## config.mk

```make
export PLATFORM = sky130hd
export DESIGN_NAME = wan_link_led_monitor
export DESIGN_NICKNAME = d
export VERILOG_FILES = /design/src/wlm_pkg.sv /design/src/wlm_tracker.sv /design/src/wan_link_led_monitor.sv
export SDC_FILE = /design/constraint.sdc
export NUM_CORES = 1
export LEC_CHECK = 0
export ABC_CLOCK_PERIOD_IN_PS = 5000
export BUFFER_PORTS_ARGS = -buffer_cell sky130_fd_sc_hd__buf_2
export CAP_MARGIN = 20
export CORE_MARGIN = 4
export CORE_UTILIZATION = 58
export CTS_BUF_LIST = sky130_fd_sc_hd__clkbuf_16
export DETAILED_ROUTE_END_ITERATION = 10
export PLACE_DENSITY = 0.79
export SLEW_MARGIN = 10
export SYNTH_ARGS = -nofsm -noshare
export SYNTH_HDL_FRONTEND = slang
export SYNTH_HIERARCHICAL = 1
export SYNTH_SLANG_ARGS = --single-unit
```

## constraint.sdc

```tcl
create_clock -name clk -period 5 [get_ports clk]
set_clock_uncertainty 0.05 [all_clocks]
set_input_delay 0.75 -clock clk [delete_from_list [all_inputs] [get_ports clk]]
set_output_delay 0.75 -clock clk [all_outputs]
set_load 0.03 [all_outputs]
```

## src/wlm_pkg.sv

```systemverilog
package wlm_pkg;

  // Link phase kept between ticks
  typedef enum logic [1:0] {
    LNK_START  = 2'd0,
    LNK_UP     = 2'd1,
    LNK_FADING = 2'd2,
    LNK_LOST   = 2'd3
  } link_phase_t;

  // WAN phase kept between ticks
  typedef enum logic [2:0] {
    WP_IDLE    = 3'd0,
    WP_DIALING = 3'd1,
    WP_ONLINE  = 3'd2,
    WP_OFFLINE = 3'd3,
    WP_FAILED  = 3'd4
  } wan_phase_t;

  typedef enum logic [1:0] {
    LED_OFF   = 2'd0,
    LED_ON    = 2'd1,
    LED_BLINK = 2'd2
  } led_mode_t;

  // Sampled link status codes
  localparam logic [1:0] LS_DOWN = 2'd0;
  localparam logic [1:0] LS_UP   = 2'd1;

  // Sampled WAN status codes
  localparam logic [2:0] WS_INIT         = 3'd0;
  localparam logic [2:0] WS_CONNECTING   = 3'd1;
  localparam logic [2:0] WS_CONNECTED    = 3'd2;
  localparam logic [2:0] WS_DISCONNECTED = 3'd3;
  localparam logic [2:0] WS_DOWN         = 3'd4;

  // Configuration register indexes
  localparam logic REG_SHORT_CHECK = 1'b0;
  localparam logic REG_LONG_CHECK  = 1'b1;

  localparam int unsigned CFG_W = 8;
  localparam logic [CFG_W-1:0] SHORT_CHECK_RESET = 8'd1;
  localparam logic [CFG_W-1:0] LONG_CHECK_RESET  = 8'd12;

  typedef struct packed {
    logic [1:0] link_status;
    logic [2:0] wan_status;
    logic       restart_request;
  } in_item_t;

  typedef struct packed {
    logic       led_update;
    logic [1:0] led_mode;
    logic       stop_wan;
    logic       restart_wan;
    logic [1:0] link_state_now;
    logic [2:0] wan_state_now;
  } out_item_t;

  typedef struct packed {
    logic [CFG_W-1:0] short_check_ticks;
    logic [CFG_W-1:0] long_check_ticks;
  } cfg_t;

endpackage

```

## src/wlm_tracker.sv

```systemverilog
module wlm_tracker #(
  parameter int TICK_COUNT_BITS = 8
) (
  input  logic              clk,
  input  logic              rst,
  input  logic              step,
  input  wlm_pkg::in_item_t item,
  input  wlm_pkg::cfg_t     cfg,
  output wlm_pkg::out_item_t result
);
  import wlm_pkg::*;

  localparam int CMP_W = (TICK_COUNT_BITS > CFG_W) ? TICK_COUNT_BITS : CFG_W;
  localparam logic [TICK_COUNT_BITS-1:0] TICK_MAX = {TICK_COUNT_BITS{1'b1}};

  link_phase_t                link_phase, link_phase_next;
  wan_phase_t                 wan_phase, wan_phase_next;
  logic                       use_long_interval, use_long_interval_next;
  logic [TICK_COUNT_BITS-1:0] ticks_since_check, ticks_since_check_next;
  logic                       restart_pending, restart_pending_next;

  logic                       pend;
  logic [TICK_COUNT_BITS-1:0] cnt_base;
  logic [CFG_W-1:0]           interval;
  logic                       check_due;
  logic [2:0]                 wan_eff;
  logic                       led_set;
  led_mode_t                  led_val;
  logic                       stop, restart;

  always_comb begin
    pend                   = restart_pending | item.restart_request;
    link_phase_next        = link_phase;
    wan_phase_next         = wan_phase;
    use_long_interval_next = use_long_interval;
    restart_pending_next   = pend;
    cnt_base               = ticks_since_check;
    led_set                = 1'b0;
    led_val                = LED_OFF;
    stop                   = 1'b0;
    restart                = 1'b0;
    wan_eff                = item.wan_status;
    interval               = use_long_interval ? cfg.long_check_ticks : cfg.short_check_ticks;
    check_due              = (CMP_W'(ticks_since_check) >= CMP_W'(interval)) || pend;

    case (item.link_status)
      LS_DOWN: begin
        if (link_phase != LNK_LOST) begin
          stop                   = (link_phase == LNK_FADING);
          if (link_phase == LNK_UP) begin
            link_phase_next = LNK_FADING;
          end else begin
            link_phase_next = LNK_LOST;
          end
          led_set                = 1'b1;
          led_val                = LED_OFF;
          use_long_interval_next = 1'b0;
        end
      end
      LS_UP: begin
        if (link_phase == LNK_START) begin
          link_phase_next        = LNK_UP;
          led_set                = 1'b1;
          led_val                = LED_BLINK;
          use_long_interval_next = 1'b0;
        end else if (link_phase != LNK_UP) begin
          // regained from going down or down
          link_phase_next        = LNK_UP;
          led_set                = 1'b1;
          led_val                = LED_BLINK;
          use_long_interval_next = 1'b0;
          if (wan_phase == WP_IDLE) begin
            wan_phase_next = WP_DIALING;
          end else if (wan_phase != WP_DIALING) begin
            link_phase_next = LNK_START;
            wan_phase_next  = WP_IDLE;
            restart         = 1'b1;
          end
        end else if (check_due) begin
          cnt_base = '0;
          if (pend) begin
            restart_pending_next = 1'b0;
            if (wan_phase == WP_ONLINE) begin
              wan_eff = WS_CONNECTING;
            end
          end
          case (wan_eff)
            WS_INIT, WS_CONNECTING: begin
              if (wan_phase != WP_DIALING) begin
                wan_phase_next         = WP_DIALING;
                led_set                = 1'b1;
                led_val                = LED_BLINK;
                use_long_interval_next = 1'b0;
              end
            end
            WS_CONNECTED: begin
              if (wan_phase != WP_ONLINE) begin
                wan_phase_next         = WP_ONLINE;
                led_set                = 1'b1;
                led_val                = LED_ON;
                use_long_interval_next = 1'b1;
              end
            end
            WS_DISCONNECTED: begin
              if (wan_phase != WP_OFFLINE) begin
                wan_phase_next         = WP_OFFLINE;
                led_set                = 1'b1;
                led_val                = LED_OFF;
                use_long_interval_next = 1'b0;
              end
            end
            WS_DOWN: begin
              // only a lost connection counts
              if (wan_phase == WP_ONLINE) begin
                link_phase_next        = LNK_START;
                wan_phase_next         = WP_IDLE;
                led_set                = 1'b1;
                led_val                = LED_BLINK;
                use_long_interval_next = 1'b0;
                restart                = 1'b1;
              end
            end
            default: begin
            end
          endcase
        end
      end
      default: begin
      end
    endcase

    ticks_since_check_next = (cnt_base == TICK_MAX) ? cnt_base : cnt_base + 1'b1;

    result.led_update     = led_set;
    result.led_mode       = led_val;
    result.stop_wan       = stop;
    result.restart_wan    = restart;
    result.link_state_now = link_phase_next;
    result.wan_state_now  = wan_phase_next;
  end

  always_ff @(posedge clk) begin
    if (rst) begin
      link_phase        <= LNK_START;
      wan_phase         <= WP_IDLE;
      use_long_interval <= 1'b0;
      ticks_since_check <= '0;
      restart_pending   <= 1'b0;
    end else if (step) begin
      link_phase        <= link_phase_next;
      wan_phase         <= wan_phase_next;
      use_long_interval <= use_long_interval_next;
      ticks_since_check <= ticks_since_check_next;
      restart_pending   <= restart_pending_next;
    end
  end

endmodule

```

## src/wan_link_led_monitor.sv

```systemverilog
// Channel | Direction | Handshake             | Payload
// in      | input     | in_valid / in_ready   | in_data  (link, WAN status, restart)
// out     | output    | out_valid / out_ready | out_data (LED, stop, restart, phases)
// cfg     | input     | cfg_we                | cfg_index, cfg_data
//
// One tick per cycle while out_data is not stalled; a tick's result reaches out_data
// through the input register, then the state update into the result register.
// Synchronous reset restores the phases, counter, pending restart, interval select and the two intervals.
// A stalled output holds its result; the input register keeps taking ticks
// as long as the result register drains or is empty.
module wan_link_led_monitor #(
  parameter int TICK_COUNT_BITS = 8
) (
  input  logic                     clk,
  input  logic                     rst,
  input  logic                     in_valid,
  output logic                     in_ready,
  input  wlm_pkg::in_item_t        in_data,
  output logic                     out_valid,
  input  logic                     out_ready,
  output wlm_pkg::out_item_t       out_data,
  input  logic                     cfg_we,
  input  logic                     cfg_index,
  input  logic [wlm_pkg::CFG_W-1:0] cfg_data
);
  import wlm_pkg::*;

  in_item_t  item;
  logic      item_valid;
  logic      advance;
  cfg_t      cfg;
  out_item_t result;

  assign advance  = item_valid && (!out_valid || out_ready);
  assign in_ready = !item_valid || advance;

  always_ff @(posedge clk) begin
    if (rst) begin
      item_valid <= 1'b0;
    end else if (in_ready) begin
      item_valid <= in_valid;
    end
  end

  always_ff @(posedge clk) begin
    if (in_ready && in_valid) begin
      item <= in_data;
    end
  end

  always_ff @(posedge clk) begin
    if (rst) begin
      cfg.short_check_ticks <= SHORT_CHECK_RESET;
      cfg.long_check_ticks  <= LONG_CHECK_RESET;
    end else if (cfg_we) begin
      unique case (cfg_index)
        REG_SHORT_CHECK: cfg.short_check_ticks <= cfg_data;
        REG_LONG_CHECK:  cfg.long_check_ticks  <= cfg_data;
        default: begin
        end
      endcase
    end
  end

  wlm_tracker #(
    .TICK_COUNT_BITS(TICK_COUNT_BITS)
  ) u_tracker (
    .clk   (clk),
    .rst   (rst),
    .step  (advance),
    .item  (item),
    .cfg   (cfg),
    .result(result)
  );

  always_ff @(posedge clk) begin
    if (rst) begin
      out_valid <= 1'b0;
    end else if (advance) begin
      out_valid <= 1'b1;
    end else if (out_ready) begin
      out_valid <= 1'b0;
    end
  end

  always_ff @(posedge clk) begin
    if (advance) begin
      out_data <= result;
    end
  end

endmodule

```

==> results of run 1 <==
[cell families after synthesis]
| logic type | after synthesis |
|---|---|
| adders and majority gates | 9 |
| and+or+nand+nor | 108 |
| DFF | 49 |
| AOI/OAI and AO/OA | 66 |
| buffers and inverters | 25 |
| xor gates and xnor gates | 2 |
| muxes | 21 |
[power by group through the flow]
stage	Combinational [uW]	Sequential [uW]	Clock (uW)
floorplan	72.4	453	0
global placement	94.3	450	0
detailed placement	96.2	450	0
CTS	96.8	442	325
global route	108	444	343
finish	96.8	442	319
[Yosys cell counts (5+ instances only)]
master,number
nor2_1,24
dfxtp_1,33
o21a_1,5
nand2_1,19
ha_1,9
mux2i_1,20
o21ai_1,6
nand2b_1,24
o21ai_0,9
clkbuf_1,5
edfxtp_1,16
nand3_1,7
buf_2,5
a21oi_1,16
inv_1,7
[worst max path at each step]
stage / cells past startpoint / to / from
3_3_place_gp: 13 / u_tracker/ticks_since_check[2] / u_tracker/use_long_interval
2_1_floorplan: 14 / u_tracker/ticks_since_check[0] / u_tracker/use_long_interval
3_5_place_dp: 13 / u_tracker/ticks_since_check[2] / u_tracker/use_long_interval
6_report: 13 / u_tracker/ticks_since_check[2] / u_tracker/use_long_interval
5_1_grt: 13 / u_tracker/ticks_since_check[2] / u_tracker/use_long_interval
4_1_cts: 13 / u_tracker/ticks_since_check[2] / u_tracker/use_long_interval
[metal layers]
| layer | wire length (um) | up-vias | share of wire [%] | global-route usage (%) |
|---|---|---|---|---|
| met1 | 2570 | 967 | 50 | 26.5 |
| met4 | 68 | 0 | 1.3 | 5.59 |
| met3 | 283 | 7 | 5.5 | 3.78 |
| li1 | - | 1059 | - | - |
| met2 | 2240 | 66 | 43 | 27.1 |
| met5 | 0 | - | 0 | 0 |
[cell type report]
class                   instances  area [um2]  area share [%]
multi-input cells             206        1420            48.0
flip-flops and latches         49        1140            38.7
repair buffers                 32         163            5.52
clock buffers                   5         125            4.24
well taps                      52        65.1            2.21
inverters                       7        26.3           0.891
clock inverters                 3        12.5           0.424
[sequential cells by signal (all words and copies together) (netlist names)]
| name | cells |
|---|---|
| item | 6 |
| cfg | 16 |
| u_tracker/ticks_since_check | 8 |
| out_data | 10 |
| u_tracker/restart_pending | 1 |
| item_valid | 1 |
| out_valid | 1 |
| u_tracker/wan_phase | 3 |
| u_tracker/use_long_interval | 1 |
| u_tracker/link_phase | 2 |
[layout by cell type (no fill, tap or decap), types with 9 or more instances in the layout]
cell / synthesis / routed
nand2_1: 19 / 19
a21oi_1: 16 / 16
nor2_1: 24 / 24
mux2i_1: 20 / 20
ha_1: 9 / 9
edfxtp_1: 16 / 16
o21ai_0: 9 / 9
dfxtp_1: 33 / 33
nand2b_1: 24 / 24
buf_2: 5 / 31
[stage by stage]
step                      instances  total power (uW)  setup slack [ns]
after floorplan                 280               525              1.40
after global placement          346               545              1.15
after detailed placement        346               546              1.03
after CTS                       354               864              1.00
after global routing            354               895             0.764
final                           354               858             0.987
==> summary.txt, run 1 <==
Pwr
  • Clk pwr share: 37.2%
  • Switching Fraction: 24.4%
  • Comb power frac: 11.3%
  • Pwr dens: 291 nW/um2
  • Sw power: 209 uW
  • Cell Int Power: 649 uW
  • Flop pwr share: 51.5%
  • Leak: 0.00110 uW
  • Largest vdd supply drop: 0.000188 V

Worst setup path
  • Slowest-stage cell, CP: dfxtp_1
  • CP delay by family, top: compound AO/OA/AOI/OAI gates
  • WS Path Type: flip-flop to flip-flop
  • CP Cell Sequence: mux2_2 -> ha_1 -> nand2b_1 -> a2111o_1 -> a21oi_4 -> or2_1 -> and2_1 -> ha_1 -> nand4_1 -> or2_1 -> o21ai_1 -> o22ai_2 -> a211oi_2
  • Worst path bufs/invs: 0
  • WP data required: 5.16 ns
  • Startpoint class of the critical path: flip-flop
  • Maximum fanout along the worst path: 16
  • RR Endpoint: u_tracker/ticks_since_check[2]
  • CP arrival: 4.17 ns
  • Worst path max stage delay: 0.61 ns
  • R2R Setup Slk: 0.99 ns
  • Crit. End Element: flip-flop
  • RR Startpoint: u_tracker/use_long_interval
  • Worst Reg-to-Reg Cells: 13

Die
  • Initial Util: 61.1%
  • Die Span Y: 76.2 um
  • Rows: 24
  • Number of I/O pins: 32
  • Core ar.: 4410 um2
  • Die width: 76.2 um
  • Die area: 5800 um2

Worst hold path
  • Hold depth: 1
  • Hold/Removal Path Class: flip-flop to flip-flop
  • Hold path endpoint: cfg[2]
  • HP Start: cfg[2]

Clock tree
  • CTS buffer count: 5
  • Num Clock Sinks: 49
  • Cts repair resizes: 0
  • Clock Tree Root: clkbuf_16
  • CTS max path bufs: 2
  • Number of setup buffers added after CTS: 0
  • Clock-pin slew on the worst setup and hold paths: 0.06 ns
  • Skew-Pair Late Insertion Delay: 0.29 ns
  • H-tree depth: 2
  • CTS tree: yes
  • Hold-fix buffers at CTS: 0

Logic synthesis
  • Top FF cell, synth: dfxtp_1
  • Syn_area_per_cell: 9.63 um2
  • Post-synth cell types: 58
  • Largest family of logic cells by synthesized area: simple AND/OR/NAND/NOR gates
  • Simple-Gate Fraction of Synth Area: 21.6%
  • Synthesis warning total: 6
  • Syn_nets: 309
  • XOR/XNOR share of the synthesized area: 0.650%
  • Syn Inst Count: 280
  • Top cells by area, synth: dfxtp_1, edfxtp_1, mux2i_1
  • Yosys top cell area share: 24.5%
  • Synth Area in Compound Gates: 18.2%
  • Post-synth EDFFs: 16
  • Post-synthesis register bit count: 49
  • Ys async rst share: 0%
  • Register area share after synthesis: 42.3%
  • Mapped cell area: 2700 um2
  • Synth Area in Adders: 4.18%
  • Cell taking the most area after synthesis: dfxtp_1
  • Post-synthesis mux area share: 7.85%

STA
  • Final period utilization: 80.3%
  • Setup TNS: 0 ns
  • Worst slew pin tran: 0.658 ns
  • Slew HR: 56.1%
  • Setup-failing EPs final: 0
  • Final hold vios: 0
  • Fmax: 0.249 GHz
  • Final Max Tran Viols: 0
  • Worst hold margin: 0.410 ns
  • RSZ-0062 raised after global routing: false
  • Tmin final: 4.01 ns

Finish
  • # diodes: 0
  • Layout cells sized above 1: 17.5%
  • Finished Cell Area: 2950 um2
  • Area growth from synthesis to layout: 9.42%
  • Final nets: 330
  • Layout fillers: 351
  • Fin util: 66.8%

Route
  • Starting DRC count in detailed routing: 234
  • DR vias: 2099
  • Final Routed Wirelength: 5160 um
  • Drc violations: 0
  • Vias per cell: 5.93
  • DRT antenna net count: 0
  • Avg WL per Cell: 14.6 um
  • Pre-Repair DR Iteration Count: 5

Global route
  • Largest net degree at the start of global routing: 40
  • First-pass GRT wire length: 8930 um
  • Grt total ovfl: 0
  • Initial antenna violation count: 0
  • Total GRT Usage: 18.2%
  • Vias in the first global route: 1894

Place
  • Dpl cell area: 2810 um2
  • Routability cong.: 0.868
  • Buffers on Ports: 31
  • Hpwl dp: 3770 um

Job
  • Max-cap violations: 0

Outcome
  • Status: completed
(Power assumes the default switching activity.)
==> run 2, diff against run 1 <==
--- a/config.mk
+++ b/config.mk
@@ -5,7 +5,7 @@
 export SDC_FILE = /design/constraint.sdc
 export NUM_CORES = 1
 export LEC_CHECK = 0
-export ABC_CLOCK_PERIOD_IN_PS = 5000
+export ABC_CLOCK_PERIOD_IN_PS = 3800
 export BUFFER_PORTS_ARGS = -buffer_cell sky130_fd_sc_hd__buf_2
 export CAP_MARGIN = 20
 export CORE_MARGIN = 4
==> constraint.sdc (replaced) <==
create_clock -name clk -period 3.8 [get_ports clk]
set_clock_uncertainty 0.05 [all_clocks]
set_input_delay 0.57 -clock clk [delete_from_list [all_inputs] [get_ports clk]]
set_output_delay 0.57 -clock clk [all_outputs]
set_load 0.03 [all_outputs]
==> run 2 against run 1 <==
Worst hold slack got worse by 0.0096 ns. Sequential cell count unchanged. Cell area is 1.9% higher. Via count rose by 0.48%. First-iteration DRC count is 8.1% lower. Sequential power grew 31%. Fmax increased by 16%. Total power rose by 41%. Core utilization rose by 1.3 points. Non-clock buffer count up 3. Critical path depth increased by 1.
==> summary.txt, run 2 (synthesized netlist as in run 1, its figures left out) <==
Clock tree
  • Clock Tree Root: clkbuf_16 (unchanged)
  • CTS buffer count: 5 (unchanged)
  • Skew-Pair Late Insertion Delay: 0.29 ns (about the same)
  • CTS max path bufs: 2 (unchanged)
  • CTS tree: yes (unchanged)
  • H-tree depth: 2 (unchanged)
  • Hold-fix buffers at CTS: 0 (unchanged)
  • Clock-pin slew on the worst setup and hold paths: 0.07 ns (was 0.06 ns)
  • Num Clock Sinks: 49 (unchanged)

Pwr
  • Pwr dens: 404 nW/um2 (was 291 nW/um2)
  • Largest vdd supply drop: 0.000268 V (was 0.000188 V)
  • Design Power: 1210 uW (was 858 uW)
  • Leak: 0.00113 uW (was 0.00110 uW)

Die
  • Rows: 24 (unchanged)
  • Initial Util: 61.1% (unchanged)
  • Die Span Y: 76.2 um (unchanged)
  • Die width: 76.2 um (unchanged)
  • Core ar.: 4410 um2 (unchanged)
  • Die area: 5800 um2 (unchanged)
  • Number of I/O pins: 32 (unchanged)

Outcome
  • Status: completed (unchanged)

Route
  • Top Metal Used: met4 (unchanged)
  • Avg WL per Cell: 15.1 um (was 14.6 um)
  • Total length of routed met3 wires: 290 um (was 283 um)
  • Pre-Repair DR Iteration Count: 4 (was 5)
  • Metal-1 WL: 2610 um (was 2570 um)
  • Drc violations: 0 (unchanged)
  • DRT antenna net count: 0 (unchanged)
  • Met2 wire length: 2370 um (was 2240 um)
  • Final Routed Wirelength: 5390 um (was 5160 um)
  • Starting DRC count in detailed routing: 215 (was 234)
  • Vias per cell: 5.91 (was 5.93)
  • DR vias: 2109 (was 2099)

Worst setup path
  • Crit. End Element: flip-flop (unchanged)
  • WS Path Type: flip-flop to flip-flop (unchanged)
  • WP data required: 3.96 ns (was 5.16 ns)
  • Maximum fanout along the worst path: 8 (was 16)
  • CP arrival: 3.61 ns (was 4.17 ns)
  • Startpoint class of the critical path: flip-flop (unchanged)

Global route
  • Vias in the first global route: 2059 (was 1894)
  • Largest net degree at the start of global routing: 40 (unchanged)
  • Grt total ovfl: 0 (unchanged)
  • Total GRT Usage: 19.6% (was 18.2%)
  • First-pass GRT wire length: 9560 um (was 8930 um)
  • Initial antenna violation count: 0 (unchanged)

Place
  • Routability cong.: 0.881 (was 0.868)
  • Hpwl dp: 3910 um (was 3770 um)
  • Buffers on Ports: 31 (unchanged)

Finish
  • # diodes: 0 (unchanged)
  • Commonest non-fill, non-tap cell in the layout: dfxtp_1 (unchanged)
  • Final nets: 333 (was 330)
  • Layout fillers: 344 (was 351)
  • Most frequent cells in the layout: dfxtp_1, buf_2, nand2b_1, nor2_1, mux2i_1 (unchanged)
  • Area growth from synthesis to layout: 11.5% (was 9.42%)
  • Largest registers: cfg: 16 flops, out_data: 10 flops, u_tracker/ticks_since_check: 8 flops (unchanged)
  • Top reg by flops: cfg (unchanged)
  • Layout cells sized above 1: 19.0% (was 17.5%)
  • Max reg flops: 16 (unchanged)

STA
  • Final Max Tran Viols: 0 (unchanged)
  • Final hold vios: 0 (unchanged)
  • RSZ-0062 raised after global routing: false (unchanged)
  • Tmin final: 3.45 ns (was 4.01 ns)
  • Fmax: 0.290 GHz (was 0.249 GHz)
  • Setup-failing EPs final: 0 (unchanged)
  • Setup TNS: 0 ns (unchanged)
  • Final period utilization: 90.8% (was 80.3%)
  • Worst slew pin tran: 0.645 ns (was 0.658 ns)
  • Slew HR: 57.0% (was 56.1%)

Worst hold path
  • Hold/Removal Path Class: primary input to flip-flop (was flip-flop to flip-flop)

Job
  • Max-cap violations: 0 (unchanged)
run 2: repair_timing:
item                                    CTS  global route
gates resized for setup                   0             2
hold endpoints to repair                  0             0
buffers inserted                          0             0
endpoints found under the setup margin    0             2
run 2: path summary, 6_finish.rpt:
| kind | from | to | slack, ns | cells past startpoint |
|---|---|---|---|---|
| worst max register to register | u_tracker/use_long_interval | u_tracker/ticks_since_check[2] | 0.35 | 14 |
| worst min register to register | item_valid | out_valid | 0.41 | 2 |
| worst max-delay path | u_tracker/use_long_interval | u_tracker/ticks_since_check[2] | 0.35 | 14 |
| worst min-delay path | in_data[4] | item[4] | 0.40 | 1 |
run 2: worst max-delay path, stage by stage, from the launching register on:
cell and delay (ns):
dfxtp_1 0.36, buf_4 0.20, mux2i_1 0.21, ha_1 0.29, a2111oi_1 0.43, o21ai_1 0.18, a21oi_4 0.23, or2_1 0.15
and2_1 0.13, ha_2 0.23, nand4_1 0.14, or2_1 0.28, o21ai_1 0.14, o22ai_2 0.12, a211oi_2 0.22
run 2: power breakdown:
group	total, uW	internal, uW	switching, uW
logic	133	54.2	78.4
registers	581	564	17.3
clock network	499	309	190
total	1210	927	286
run 2: layer usage:
| metal | global-route usage (%) | vias up |
|---|---|---|
| met2 | 29.9 | 54 |
| li1 | - | 1058 |
| met3 | 4.73 | 12 |
| met4 | 7.87 | 0 |
| met5 | 0 | - |
| met1 | 26.6 | 985 |
run 2: per-stage QoR:
| step | setup slack [ns] | hold slack (ns) | cell area (um2) | utilization (%) | cells |
|---|---|---|---|---|---|
| 2_1_floorplan | 0.199 | 0.384 | 2700 | - | 280 |
| 5_1_grt | 0.0571 | 0.394 | 3010 | 68.1 | 357 |
| 6_report | 0.350 | 0.401 | 3010 | 68.1 | 357 |
| 3_5_place_dp | 0.277 | 0.407 | 2830 | 64.2 | 349 |
| 4_1_cts | 0.260 | 0.396 | 3000 | 68.0 | 357 |
| 3_3_place_gp | 0.545 | 0.396 | 2830 | 64.2 | 349 |
run 2: layout make-up:
class / count / area (um2) / area share (%)
Sequential cell: 49 / 1140 / 38.0
Inverter: 7 / 26.3 / 0.874
Multi-Input combinational cell: 206 / 1420 / 47.3
Timing Repair Buffer: 35 / 185 / 6.16
Clock buffer: 5 / 125 / 4.16
Tap cell: 52 / 65.1 / 2.16
Clock inverter: 3 / 42.5 / 1.42
==> run 3, diff against run 2 <==
--- a/config.mk
+++ b/config.mk
@@ -9,12 +9,11 @@
 export BUFFER_PORTS_ARGS = -buffer_cell sky130_fd_sc_hd__buf_2
 export CAP_MARGIN = 20
 export CORE_MARGIN = 4
-export CORE_UTILIZATION = 58
+export CORE_UTILIZATION = 57
 export CTS_BUF_LIST = sky130_fd_sc_hd__clkbuf_16
 export DETAILED_ROUTE_END_ITERATION = 10
 export PLACE_DENSITY = 0.79
 export SLEW_MARGIN = 10
 export SYNTH_ARGS = -nofsm -noshare
 export SYNTH_HDL_FRONTEND = slang
-export SYNTH_HIERARCHICAL = 1
 export SYNTH_SLANG_ARGS = --single-unit
==> run 3 against run 2 <==
First-iteration DRC count rose by 9.3%. Critical path depth rose by 1. Sequential power barely moved. Worst setup slack improved by 0.038 ns. Worst hold slack improved by 0.0050 ns. Routed wire length fell by 0.97%. Combinational power fell by 6%. Non-clock buffer count fell by 2. Global-route usage rose by 0.99 points. Critical endpoint is now u_tracker.ticks_since_check[2]. Largest cell class unchanged.
==> summary.txt, run 3 <==
Worst setup path
  • Worst Reg-to-Reg Cells: 15 (was 14)
  • RR Endpoint: u_tracker.ticks_since_check[2] (was u_tracker/ticks_since_check[2])
  • R2R Setup Slk: 0.39 ns (was 0.35 ns)
  • WP data required: 3.96 ns (about the same)
  • RR Startpoint: u_tracker.use_long_interval (was u_tracker/use_long_interval)
  • Maximum fanout along the worst path: 9 (was 8)
  • Crit. End Element: flip-flop (unchanged)
  • CP arrival: 3.57 ns (was 3.61 ns)
  • WS Path Type: flip-flop to flip-flop (unchanged)
  • Startpoint class of the critical path: flip-flop (unchanged)

Finish
  • Multi-input logic area: 1330 um2 (was 1420 um2)
  • Final nets: 343 (was 333)
  • Layout cells sized above 1: 15.9% (was 19.0%)
  • Layout fillers: 363 (was 344)
  • Most frequent cells in the layout: nand2_1, dfxtp_1, buf_2 (was dfxtp_1, buf_2, nand2b_1, nor2_1, mux2i_1)
  • Top reg by flops: cfg (unchanged)
  • Largest registers: cfg: 16 flops, out_data: 10 flops, u_tracker.ticks_since_check: 8 flops (was cfg: 16 flops, out_data: 10 flops, u_tracker/ticks_since_check: 8 flops)
  • Area growth from synthesis to layout: 11.3% (was 11.5%)
  • Max reg flops: 16 (unchanged)
  • Commonest non-fill, non-tap cell in the layout: nand2_1 (was dfxtp_1)
  • Finished Cell Area: 2870 um2 (was 3010 um2)
  • Fin util: 65.9% (was 68.1%)
  • # diodes: 0 (unchanged)
  • Reg area: 1140 um2 (unchanged)

Die
  • Die area: 5660 um2 (was 5800 um2)
  • Core ar.: 4350 um2 (was 4410 um2)
  • Initial Util: 59.2% (was 61.1%)
  • Number of I/O pins: 32 (unchanged)
  • Die Span Y: 75.2 um (was 76.2 um)
  • Rows: 24 (unchanged)
  • Die width: 75.2 um (was 76.2 um)

Route
  • Drc violations: 0 (unchanged)
  • DR vias: 2153 (was 2109)
  • Pre-Repair DR Iteration Count: 4 (unchanged)
  • DRT antenna net count: 0 (unchanged)
  • Starting DRC count in detailed routing: 235 (was 215)
  • Final Routed Wirelength: 5340 um (was 5390 um)
  • Avg WL per Cell: 14.5 um (was 15.1 um)
  • Vias per cell: 5.87 (was 5.91)

Clock tree
  • Cts repair resizes: 0 (unchanged)
  • Num Clock Sinks: 49 (unchanged)
  • H-tree depth: 2 (unchanged)
  • CTS tree: yes (unchanged)
  • Clock Tree Root: clkbuf_16 (unchanged)
  • Number of setup buffers added after CTS: 0 (unchanged)
  • Clock-pin slew on the worst setup and hold paths: 0.06 ns (was 0.07 ns)
  • Skew-Pair Late Insertion Delay: 0.28 ns (was 0.29 ns)
  • Hold-fix buffers at CTS: 0 (unchanged)
  • CTS buffer count: 5 (unchanged)
  • CTS max path bufs: 2 (unchanged)

Logic synthesis
  • Most frequent cell after synthesis: nand2_1 (was dfxtp_1)
  • Syn_nets: 318 (was 309)
  • Top FF cell, synth: dfxtp_1 (unchanged)
  • Register area share after synthesis: 44.3% (was 42.3%)
  • Ys async rst share: 0% (unchanged)
  • Cell taking the most area after synthesis: dfxtp_1 (unchanged)
  • Top cells by area, synth: dfxtp_1, edfxtp_1, nand2_1 (was dfxtp_1, edfxtp_1, mux2i_1)
  • Post-synth cell types: 53 (was 58)
  • Syn Inst Count: 289 (was 280)
  • Post-synth EDFFs: 16 (unchanged)
  • Post-synth top cells: nand2_1, dfxtp_1, a21oi_1 (was dfxtp_1, nand2b_1, nor2_1)
  • Synthesis warning total: 0 (was 6)
  • Syn_area_per_cell: 8.91 um2 (was 9.63 um2)
  • Post-synthesis register bit count: 49 (unchanged)
  • Mapped cell area: 2580 um2 (was 2700 um2)
  • Yosys top cell area share: 25.6% (was 24.5%)

STA
  • Tmin final: 3.41 ns (was 3.45 ns)
  • Setup TNS: 0 ns (unchanged)
  • Final period utilization: 89.8% (was 90.8%)
  • Worst slew pin tran: 0.788 ns (was 0.645 ns)
  • Setup-failing EPs final: 0 (unchanged)
  • Final hold vios: 0 (unchanged)
  • Fmax: 0.293 GHz (was 0.290 GHz)
  • Slew HR: 47.4% (was 57.0%)
  • RSZ-0062 raised after global routing: false (unchanged)
  • Final Max Tran Viols: 0 (unchanged)

Job
  • Max-cap violations: 0 (unchanged)

Global route
  • First-pass GRT wire length: 9100 um (was 9560 um)
  • Total GRT Usage: 20.6% (was 19.6%)
  • Grt total ovfl: 0 (unchanged)
  • Largest net degree at the start of global routing: 37 (was 40)
  • Vias in the first global route: 1952 (was 2059)
  • Initial antenna violation count: 0 (unchanged)

Worst hold path
  • Hold depth: 2 (was 1)
  • Hold path endpoint: cfg[6] (was item[4])
  • HP Start: cfg[6] (was in_data[4])
  • Hold/Removal Path Class: flip-flop to flip-flop (was primary input to flip-flop)

Place
  • Routability cong.: 0.894 (was 0.881)
  • Buffers on Ports: 31 (unchanged)
  • Dpl cell area: 2730 um2 (was 2830 um2)
  • Hpwl dp: 3820 um (was 3910 um)

Pwr
  • Leak: 0.00107 uW (was 0.00113 uW)
  • Pwr dens: 392 nW/um2 (was 404 nW/um2)
  • Largest vdd supply drop: 0.000257 V (was 0.000268 V)

Outcome
  • Status: completed (unchanged)
-- run 3: cell types whose count changed in the layout (fill, tap and decap cells not counted), moves of 3 or more --
cell	delta
mux2i_1	-9
o21ai_0	+3
a21oi_1	+14
nor3_1	+3
nand2_1	+25
o21a_1	-3
a41oi_1	+3
nand2b_1	-13
o21ai_1	-4
-- run 3: worst max path at each step --
| stage | start | endpoint | slack (ns) | cells after the start |
|---|---|---|---|---|
| floorplan | u_tracker.use_long_interval | u_tracker.ticks_since_check[2] | 0.55 | 16 |
| global placement | u_tracker.use_long_interval | u_tracker.ticks_since_check[2] | 0.61 | 15 |
| detailed placement | u_tracker.use_long_interval | u_tracker.ticks_since_check[2] | 0.43 | 15 |
| CTS | u_tracker.use_long_interval | u_tracker.ticks_since_check[2] | 0.39 | 15 |
| global route | u_tracker.use_long_interval | u_tracker.ticks_since_check[2] | 0.12 | 15 |
| finish | u_tracker.use_long_interval | u_tracker.ticks_since_check[2] | 0.39 | 15 |
-- run 3: cells by family after synthesis --
kind of cell / synth area share (%)
AND/OR/NAND/NOR: 23.7
AO/OA/AOI/OAI: 18.2
flip-flops: 44.3
buffers and inverters: 3.98
multiplexers: 4.71
adder cells (fa/ha/maj): 4.37
XOR/XNOR: 0.680
-- run 3: area by class of cell --
cell class	count	area share (%)
multi-input cells	219	46.5
flip-flops and latches	49	39.8
repair buffers	33	5.93
clock buffers	5	4.36
well taps	52	2.27
inverters	6	0.785
clock inverters	3	0.393
-- run 3: routing by layer --
metal / track usage, % / up-vias / wire length [um]
met1: 29.4 / 984 / 2510
met5: 0 / - / 0
met3: 4.41 / 10 / 329
met2: 30.6 / 72 / 2390
met4: 7.77 / 0 / 97
li1: - / 1087 / -
-- run 3: metrics by stage --
stage / hold WS, ns / worst slack [ns] / total power (uW) / cells
final: 0.406 / 0.388 / 1120 / 367
after global routing: 0.402 / 0.120 / 1170 / 367
after global placement: 0.394 / 0.612 / 713 / 359
after CTS: 0.404 / 0.395 / 1130 / 367
after floorplan: 0.383 / 0.553 / 683 / 289
after detailed placement: 0.398 / 0.428 / 717 / 359
-- run 3: worst max-delay path, stage by stage (launching register included) --
cell,delay [ns]
dfxtp_1,0.33
buf_4,0.20
mux2i_1,0.21
ha_1,0.27
a2111oi_0,0.40
o21ai_1,0.17
a21oi_4,0.14
nand2b_1,0.29
and2_1,0.19
ha_1,0.23
nand3_1,0.14
nor2_1,0.15
nand2_1,0.14
nand3_1,0.12
mux2i_1,0.08
a211oi_2,0.21
-- run 3: power breakdown --
| group | switching (uW) | internal (uW) | total, uW |
|---|---|---|---|
| Combinational | 77.2 | 47.8 | 125 |
| Sequential | 18.4 | 563 | 582 |
| Clock | 180 | 237 | 417 |
| Total | 275 | 848 | 1120 |
